$ cat src/rtl/rrts_pkg.sv
// ----------------------------------------------------------------------------
// rrts_pkg
// Shared types and codes for the round robin task scheduler.
// ----------------------------------------------------------------------------
package rrts_pkg;

   // command codes
   typedef enum logic [2:0] {
      OP_CREATE = 3'd0,
      OP_NEXT   = 3'd1,
      OP_SLEEP  = 3'd2,
      OP_BLOCK  = 3'd3,
      OP_WAKE   = 3'd4,
      OP_EXIT   = 3'd5,
      OP_REAP   = 3'd6,
      OP_QUERY  = 3'd7
   } op_type;

   // task states
   typedef enum logic [2:0] {
      TS_FREE     = 3'd0,
      TS_READY    = 3'd1,
      TS_RUNNING  = 3'd2,
      TS_SLEEPING = 3'd3,
      TS_BLOCKED  = 3'd4,
      TS_DEAD     = 3'd5
   } task_state_type;

   // owner actions
   localparam logic [1:0] ACT_NONE    = 2'd0;
   localparam logic [1:0] ACT_SET     = 2'd1;
   localparam logic [1:0] ACT_RELEASE = 2'd2;

   // sequencer states
   typedef enum logic [1:0] {
      S_IDLE  = 2'd0,
      S_PASS1 = 2'd1,
      S_PASS2 = 2'd2
   } fsm_type;

   // one task slot as it travels along the ring
   typedef struct packed {
      task_state_type st;
      logic [7:0]     gen;
      logic [31:0]    slices;
      logic [31:0]    wake;
   } slot_type;

   localparam slot_type SLOT_RESET = '{st: TS_FREE, gen: 8'd1, slices: 32'd0, wake: 32'd0};

endpackage

$ cat src/rtl/rrts_cell.sv
// ----------------------------------------------------------------------------
// rrts_cell
// One slot of the task ring: holds a slot record and takes its neighbor's
// record on every shift.
// ----------------------------------------------------------------------------
module rrts_cell (
   input  logic              clock,
   input  logic              reset,
   input  logic              shift,
   input  rrts_pkg::slot_type d,
   output rrts_pkg::slot_type q
);

   rrts_pkg::slot_type slot_ff;

   // slot register
   always_ff @(posedge clock) begin
      if (reset) begin
         slot_ff <= rrts_pkg::SLOT_RESET;
      end else if (shift) begin
         slot_ff <= d;
      end
   end

   assign q = slot_ff;

endmodule

$ cat src/rtl/round_robin_task_scheduler.sv
// ----------------------------------------------------------------------------
// round_robin_task_scheduler
// Task table with generation-checked ids, sleep timers and round robin pick.
// ----------------------------------------------------------------------------
// The slot table is a ring of NUM_SLOTS cells that rotates one place per
// cycle while busy, past a single head unit, so each ring turn visits
// every slot once in slot order. A command is taken when start is high
// and busy is low; create, sleep, block, wake, exit, reap and query take
// one ring turn, next takes two (one turn to wake and pick, one to mark
// the pick running). The result strobe rsp_valid comes in the cycle after
// the last turn, with busy already low, so a new command can be issued in
// that cycle. The receiver must take the result in that cycle; it is not
// held.
module round_robin_task_scheduler #(
   parameter int NUM_SLOTS = 16
) (
   input  logic        clock,
   input  logic        reset,
   input  logic        start,
   output logic        busy,
   input  logic [2:0]  req_op,
   input  logic [15:0] req_task_id,
   input  logic [31:0] req_sleep_ms,
   input  logic [31:0] req_now_ms,
   output logic        rsp_valid,
   output logic [15:0] rsp_task_id_out,
   output logic [2:0]  rsp_task_state,
   output logic        rsp_id_valid,
   output logic [4:0]  rsp_task_count,
   output logic [31:0] rsp_slice_count,
   output logic [1:0]  rsp_owner_action,
   output logic [4:0]  rsp_owner_id
);

   localparam int IW = (NUM_SLOTS > 1) ? $clog2(NUM_SLOTS) : 1;
   localparam logic [IW-1:0] LAST_K = IW'(NUM_SLOTS - 1);

   rrts_pkg::fsm_type  state_ff, state_in;
   rrts_pkg::slot_type ring_q [NUM_SLOTS];
   rrts_pkg::slot_type ring_d [NUM_SLOTS];
   rrts_pkg::slot_type head_in;
   logic               shift;

   // command registers
   rrts_pkg::op_type op_ff;
   logic [15:0] tid_ff;
   logic [31:0] ms_ff, now_ff;

   // scheduler registers
   logic [IW-1:0] step_ff, step_in;
   logic [IW-1:0] last_ff, last_in;
   logic [15:0]   cur_ff, cur_in;

   // pick search
   logic          abv_f_ff, abv_f_in, any_f_ff, any_f_in;
   logic [IW-1:0] abv_k_ff, abv_k_in, any_k_ff, any_k_in;
   logic [7:0]    abv_g_ff, abv_g_in, any_g_ff, any_g_in;

   // result accumulators
   logic        found_ff, found_in;
   logic [15:0] id_ff, id_in;
   logic [2:0]  stout_ff, stout_in;
   logic        valid_ff, valid_in;
   logic [4:0]  cnt_ff, cnt_in;
   logic [31:0] slc_ff, slc_in;
   logic [1:0]  act_ff, act_in;
   logic [4:0]  own_ff, own_in;
   logic        rsp_ff, rsp_in;

   // ring of slot cells, head at cell zero
   assign shift = (state_ff != rrts_pkg::S_IDLE);

   for (genvar i = 0; i < NUM_SLOTS; i++) begin : g_ring
      if (i == NUM_SLOTS - 1) begin : g_tail
         assign ring_d[i] = head_in;
      end else begin : g_body
         assign ring_d[i] = ring_q[i+1];
      end
      rrts_cell u_cell (
         .clock (clock),
         .reset (reset),
         .shift (shift),
         .d     (ring_d[i]),
         .q     (ring_q[i])
      );
   end

   // sequencer state and control registers
   always_ff @(posedge clock) begin
      if (reset) begin
         state_ff <= rrts_pkg::S_IDLE;
         step_ff  <= '0;
         last_ff  <= LAST_K;
         cur_ff   <= '0;
         rsp_ff   <= 1'b0;
      end else begin
         state_ff <= state_in;
         step_ff  <= step_in;
         last_ff  <= last_in;
         cur_ff   <= cur_in;
         rsp_ff   <= rsp_in;
      end
   end

   // command capture and accumulators
   always_ff @(posedge clock) begin
      if (start && !busy) begin
         op_ff  <= rrts_pkg::op_type'(req_op);
         tid_ff <= req_task_id;
         ms_ff  <= req_sleep_ms;
         now_ff <= req_now_ms;
      end
      abv_f_ff <= abv_f_in;
      abv_k_ff <= abv_k_in;
      abv_g_ff <= abv_g_in;
      any_f_ff <= any_f_in;
      any_k_ff <= any_k_in;
      any_g_ff <= any_g_in;
      found_ff <= found_in;
      id_ff    <= id_in;
      stout_ff <= stout_in;
      valid_ff <= valid_in;
      cnt_ff   <= cnt_in;
      slc_ff   <= slc_in;
      act_ff   <= act_in;
      own_ff   <= own_in;
   end

   // head unit and sequencer
   always_comb begin
      rrts_pkg::slot_type hd;
      logic          tgt_live;
      logic          cur_live;
      logic          last_step;
      logic [IW:0]   kp1;
      logic [IW-1:0] sel_k;
      logic [7:0]    sel_g;
      logic          sel_f;
      logic [31:0]   dt;

      hd        = ring_q[0];
      head_in   = hd;
      state_in  = state_ff;
      step_in   = step_ff;
      last_in   = last_ff;
      cur_in    = cur_ff;
      rsp_in    = 1'b0;
      abv_f_in  = abv_f_ff;
      abv_k_in  = abv_k_ff;
      abv_g_in  = abv_g_ff;
      any_f_in  = any_f_ff;
      any_k_in  = any_k_ff;
      any_g_in  = any_g_ff;
      found_in  = found_ff;
      id_in     = id_ff;
      stout_in  = stout_ff;
      valid_in  = valid_ff;
      cnt_in    = cnt_ff;
      slc_in    = slc_ff;
      act_in    = act_ff;
      own_in    = own_ff;

      tgt_live  = (tid_ff[7:0] == 8'(step_ff)) && (tid_ff[15:8] != 8'd0) &&
                  (hd.st != rrts_pkg::TS_FREE) && (hd.gen == tid_ff[15:8]);
      cur_live  = (cur_ff[7:0] == 8'(step_ff)) && (cur_ff[15:8] != 8'd0) &&
                  (hd.st != rrts_pkg::TS_FREE) && (hd.gen == cur_ff[15:8]);
      last_step = (step_ff == LAST_K);
      kp1       = {1'b0, step_ff} + (IW+1)'(1);
      dt        = now_ff - hd.wake;
      sel_f     = abv_f_ff || any_f_ff;
      sel_k     = abv_f_ff ? abv_k_ff : any_k_ff;
      sel_g     = abv_f_ff ? abv_g_ff : any_g_ff;

      case (state_ff)
         rrts_pkg::S_IDLE: begin
            if (start) begin
               state_in = rrts_pkg::S_PASS1;
               step_in  = '0;
               abv_f_in = 1'b0;
               any_f_in = 1'b0;
               found_in = 1'b0;
               id_in    = '0;
               stout_in = '0;
               valid_in = 1'b0;
               cnt_in   = '0;
               slc_in   = '0;
               act_in   = rrts_pkg::ACT_NONE;
               own_in   = '0;
            end
         end

         rrts_pkg::S_PASS1: begin
            if (tgt_live) begin
               valid_in = 1'b1;
            end
            case (op_ff)
               rrts_pkg::OP_CREATE: begin
                  if (!found_ff && hd.st == rrts_pkg::TS_FREE) begin
                     head_in.st     = rrts_pkg::TS_READY;
                     head_in.slices = '0;
                     head_in.wake   = '0;
                     found_in       = 1'b1;
                     id_in          = {hd.gen, 8'(step_ff)};
                  end
               end
               rrts_pkg::OP_NEXT: begin
                  if (hd.st == rrts_pkg::TS_SLEEPING && !dt[31]) begin
                     head_in.st = rrts_pkg::TS_READY;
                  end
                  if (cur_live && hd.st == rrts_pkg::TS_RUNNING) begin
                     head_in.st = rrts_pkg::TS_READY;
                  end
                  if (head_in.st == rrts_pkg::TS_READY) begin
                     if (!any_f_ff) begin
                        any_f_in = 1'b1;
                        any_k_in = step_ff;
                        any_g_in = hd.gen;
                     end
                     if (!abv_f_ff && step_ff > last_ff) begin
                        abv_f_in = 1'b1;
                        abv_k_in = step_ff;
                        abv_g_in = hd.gen;
                     end
                  end
               end
               rrts_pkg::OP_SLEEP: begin
                  if (tgt_live && hd.st != rrts_pkg::TS_DEAD) begin
                     head_in.wake = now_ff + ms_ff;
                     head_in.st   = rrts_pkg::TS_SLEEPING;
                  end
               end
               rrts_pkg::OP_BLOCK: begin
                  if (tgt_live && hd.st != rrts_pkg::TS_DEAD) begin
                     head_in.st = rrts_pkg::TS_BLOCKED;
                  end
               end
               rrts_pkg::OP_WAKE: begin
                  if (tgt_live && (hd.st inside {rrts_pkg::TS_BLOCKED,
                                                 rrts_pkg::TS_SLEEPING})) begin
                     head_in.st = rrts_pkg::TS_READY;
                  end
               end
               rrts_pkg::OP_EXIT: begin
                  if (tgt_live) begin
                     head_in.st = rrts_pkg::TS_DEAD;
                     act_in     = rrts_pkg::ACT_RELEASE;
                     own_in     = 5'(kp1);
                  end
               end
               rrts_pkg::OP_REAP: begin
                  if (hd.st == rrts_pkg::TS_DEAD) begin
                     head_in.st  = rrts_pkg::TS_FREE;
                     head_in.gen = (hd.gen == 8'hFF) ? 8'd1 : hd.gen + 8'd1;
                     cnt_in      = cnt_ff + 5'd1;
                  end
               end
               default: begin
                  if (tgt_live) begin
                     stout_in = hd.st;
                     slc_in   = hd.slices;
                  end
                  if (hd.st != rrts_pkg::TS_FREE) begin
                     cnt_in = cnt_ff + 5'd1;
                  end
               end
            endcase

            step_in = step_ff + IW'(1);
            if (last_step) begin
               step_in = '0;
               case (op_ff)
                  rrts_pkg::OP_NEXT: begin
                     state_in = rrts_pkg::S_PASS2;
                     act_in   = rrts_pkg::ACT_SET;
                     if (abv_f_in || any_f_in) begin
                        id_in  = abv_f_in ? {abv_g_in, 8'(abv_k_in)}
                                          : {any_g_in, 8'(any_k_in)};
                        own_in = abv_f_in ? 5'({1'b0, abv_k_in} + (IW+1)'(1))
                                          : 5'({1'b0, any_k_in} + (IW+1)'(1));
                     end else begin
                        id_in  = '0;
                        own_in = '0;
                     end
                  end
                  rrts_pkg::OP_EXIT: begin
                     state_in = rrts_pkg::S_IDLE;
                     rsp_in   = 1'b1;
                     if (valid_in && tid_ff == cur_ff) begin
                        cur_in = '0;
                     end
                  end
                  rrts_pkg::OP_QUERY: begin
                     state_in = rrts_pkg::S_IDLE;
                     rsp_in   = 1'b1;
                     id_in    = cur_ff;
                  end
                  default: begin
                     state_in = rrts_pkg::S_IDLE;
                     rsp_in   = 1'b1;
                  end
               endcase
            end
         end

         rrts_pkg::S_PASS2: begin
            // mark the chosen slot running
            if (sel_f && step_ff == sel_k) begin
               head_in.st     = rrts_pkg::TS_RUNNING;
               head_in.slices = hd.slices + 32'd1;
            end
            step_in = step_ff + IW'(1);
            if (last_step) begin
               step_in  = '0;
               state_in = rrts_pkg::S_IDLE;
               rsp_in   = 1'b1;
               if (sel_f) begin
                  cur_in  = {sel_g, 8'(sel_k)};
                  last_in = sel_k;
               end else begin
                  cur_in = '0;
               end
            end
         end

         default: begin
            state_in = rrts_pkg::S_IDLE;
         end
      endcase
   end

   // ports
   assign busy             = (state_ff != rrts_pkg::S_IDLE);
   assign rsp_valid        = rsp_ff;
   assign rsp_task_id_out  = id_ff;
   assign rsp_task_state   = stout_ff;
   assign rsp_id_valid     = valid_ff;
   assign rsp_task_count   = cnt_ff;
   assign rsp_slice_count  = slc_ff;
   assign rsp_owner_action = act_ff;
   assign rsp_owner_id     = own_ff;

endmodule

$ cat config.mk
export PLATFORM = sky130hd
export DESIGN_NAME = round_robin_task_scheduler
export DESIGN_NICKNAME = d
export VERILOG_FILES = /design/src/rtl/rrts_pkg.sv /design/src/rtl/rrts_cell.sv /design/src/rtl/round_robin_task_scheduler.sv
export SDC_FILE = /design/constraint.sdc
export NUM_CORES = 2
export LEC_CHECK = 0
export BUFFER_PORTS_ARGS = -buffer_cell sky130_fd_sc_hd__buf_2
export CAP_MARGIN = 0
export CORE_MARGIN = 2
export CORE_UTILIZATION = 56
export CTS_BUF_LIST = sky130_fd_sc_hd__clkbuf_2
export CTS_CLUSTER_DIAMETER = 120
export DETAILED_ROUTE_END_ITERATION = 10
export GPL_ROUTABILITY_DRIVEN = 0
export HOLD_SLACK_MARGIN = 0.02
export PLACE_DENSITY = 0.73
export SETUP_SLACK_MARGIN = 0.1
export SYNTH_ARGS = -nofsm -noshare
export SYNTH_HDL_FRONTEND = slang
export SYNTH_SLANG_ARGS = --single-unit
$ cat constraint.sdc
create_clock -name clock -period 12.6 [get_ports clock]
set_clock_uncertainty 0.1 [all_clocks]
set_input_delay 0.63 -clock clock [delete_from_list [all_inputs] [get_ports clock]]
set_output_delay 0.63 -clock clock [all_outputs]
set_load 0.05 [all_outputs]
==> flow_metrics.tcl <==
set metrics [dict create \
    viasPerCell 5.29 \
    core_um2 96600 \
    endpoint_kind "flop" \
    synth_top_family_by_area "multiplexers" \
    status "finished, final reports clean" \
    synthSimpleGateAreaFrac_pct 12.4 \
    hpwl_um 62400 \
    synthArstFlopShare_pct 0 \
    grtUsageTotal_pct 21.0 \
    hold_viol 0 \
    core.rowCount 114 \
    antenna_found_initial 4 \
    die_y_um 316 \
    synth-edff-count 174 \
    rsz0062_at_grt "false" \
    port_buffers 151 \
    slew_viol_final 0 \
    synthXorXnorAreaFrac_pct 1.30 \
    htree_num_levels 5 \
    cts_root_buffer "clkbuf_2" \
    syn2layout_area_growth_pct 10.8 \
    avgSynthCellArea_um2 10.4 \
    required_ns 13.80 \
    ys_types 87 \
    wl_per_cell_um 15.0 \
    die_width_um 316 \
    cts.clk_slew.worst_paths_ns 0.11 \
    firstDrtPassIters 7 \
    syn_nets 5388 \
    final_common_cell "nor2_1" \
    post-cts-setup-buffers 0 \
    crit_fanout 74 \
    cp.arrival_ns 5.73 \
    start_util_pct 56.4 \
    drive_gt1_share_pct 12.7 \
    setup_ws_ns 8.07 \
    synthAdderAreaFrac_pct 1.71 \
    io_pins 152 \
    grt_max_degree 245 \
    min_period_ns 4.53 \
    yosys_register_bits 1397 \
    min_path_type "input port to flop" \
    synth_compound_area_share_pct 5.61 \
    yosys_warnings 0 \
    nets 5742 \
    layout_worst_path_cycle_share_pct 36.0 \
    cts_resized 0 \
    ys.flop_type "dfxtp_1" \
    drc 0 \
    finalSetupTns_ns 0 \
    cts_buffers 351 \
    vias 37388 \
    grt_pass1_wl_um 174000 \
    p_per_area_nw_per_um2 138 \
    drt_iter0_markers 2716 \
    mappedNetlistArea_um2 54500 \
    syn_inst 5228 \
    worst_pin_slew_ns 1.19 \
    grt_pass1_vias 35768 \
    grt-ovfl-total 0 \
    hold_buffers 171 \
    cts_tree "yes" \
    synth.area.mux_share_pct 21.3 \
    yosysSeqAreaShare_pct 54.6 \
    place_ws_ns 8.17 \
    max_cap_viol_count 0 \
    final_cell_mix "nor2_1 (1,297), dfxtp_1 (1,223), mux2i_1 (1,149), clkbuf_2 (493), edfxtp_1 (174)" \
    clock_latency_ns 1.52 \
    power.leakage_nw 29.2 \
    setup_viol 0 \
    peakVddDrop_uv 93.7 \
    wl_um 106000 \
    cts_sinks 1397 \
    crit_type "flop to flop" \
    crit_path_start_kind "flop" \
    route.antenna.remaining_nets 0 \
    max_freq_mhz 221 \
    die-area_um2 99800 \
    max-clock-path-buffers 4 \
    slew_headroom_pct 20.4 \
]
logic make-up (layout without fill, tap and decap cells):
logic type                 count (synthesis)  in the layout
muxes                                   1156           1156
AOI/OAI and AO/OA                        450            450
buffers and inverters                    439            991
DFF                                     1397           1397
other                                      0              7
adders and majority gates                 74             74
and+or+nand+nor                         1631           1631
xor gates and xnor gates                  81             81
per-layer routing:
layer	up-vias	part of all wire [%]	global-route usage [%]
met1	17603	45	26.4
met4	0	2.4	9.12
met3	203	4.5	4.49
li1	18758	-	-
met2	824	48	34.9
met5	-	0	0
critical path: stages, from the launching register on:
cell,delay [ns]
dfxtp_1,0.34
inv_1,0.12
ha_4,0.60
buf_4,0.89
buf_4,0.95
buf_4,0.81
mux2i_1,0.28
nor2_1,0.06
report_power, final:
group | internal [mW] | switching, mW | leakage (nW)
logic | 0.347 | 0.535 | 15.4
registers | 4.59 | 0.0519 | 11.5
clock network | 1.11 | 1.67 | 2.21
per-stage QoR:
| stage | cell area [um^2] | hold WS (ns) | util [%] | std cells | power [mW] |
|---|---|---|---|---|---|
| floorplan | 54500 | 0.331 | - | 5228 | 5.40 |
| global placement | 55800 | 0.341 | 57.8 | 6334 | 5.57 |
| detailed placement | 55800 | 0.348 | 57.8 | 6334 | 5.58 |
| CTS | 60300 | 0.0410 | 62.4 | 7056 | 8.40 |
| global route | 60300 | 0.127 | 62.5 | 7063 | 8.72 |
| finish | 60300 | 0.287 | 62.5 | 7063 | 8.30 |
cell usage after synthesis, types with 18 or more instances:
library cell  number  area share [%]
nor2_1          1297             8.9
dfxtp_1         1223              45
mux2i_1         1149              21
clkbuf_1         269             1.9
edfxtp_1         174             9.6
a21oi_1          118             1.1
o21ai_0           88            0.81
nand2_1           87            0.60
inv_1             82            0.57
ha_1              73             1.7
buf_1             64            0.44
and2_1            52            0.60
xnor2_1           52            0.84
nand3_1           41            0.38
a21o_1            37            0.51
nor3_1            36            0.33
a211oi_1          30            0.41
xor2_1            29            0.47
a221oi_1          27            0.43
a211o_1           23            0.37
nand4_1           22            0.25
nor2b_1           21            0.24
a221o_1           18            0.33
sequential cells by signal (all words and copies together), names as in the netlist, 5 cells and up:
signal,count
abv_g_ff,8
any_g_ff,8
cur_ff,12
g_ring.u_cell.q,1200
ms_ff,32
now_ff,32
rsp_owner_id,5
rsp_slice_count,32
rsp_task_count,5
rsp_task_id_out,16
tid_ff,16
final cells by class:
type,instances,area (um^2)
Fill cell,7993,36200
Sequential cell,1397,29700
Multi-Input combinational cell,3392,23100
Timing Repair Buffer,356,2810
Clock buffer,493,2470
Tap cell,1276,1600
Clock inverter,58,338
Inverter,84,315
Antenna cell,7,17.5
path summary, 6_finish.rpt:
check / depth (start not counted) / slack, ns / startpoint / endpoint
setup / recovery: 7 / 8.07 / state_ff[0] / g_ring[1].u_cell.q[59]
hold / removal: 3 / 0.29 / req_task_id[12] / tid_ff[12]
setup reg to reg: 7 / 8.07 / state_ff[0] / g_ring[1].u_cell.q[59]
hold reg to reg: 2 / 0.32 / g_ring[6].u_cell.q[26] / g_ring[5].u_cell.q[26]
Note: power is estimated with default switching activity, not from simulation.
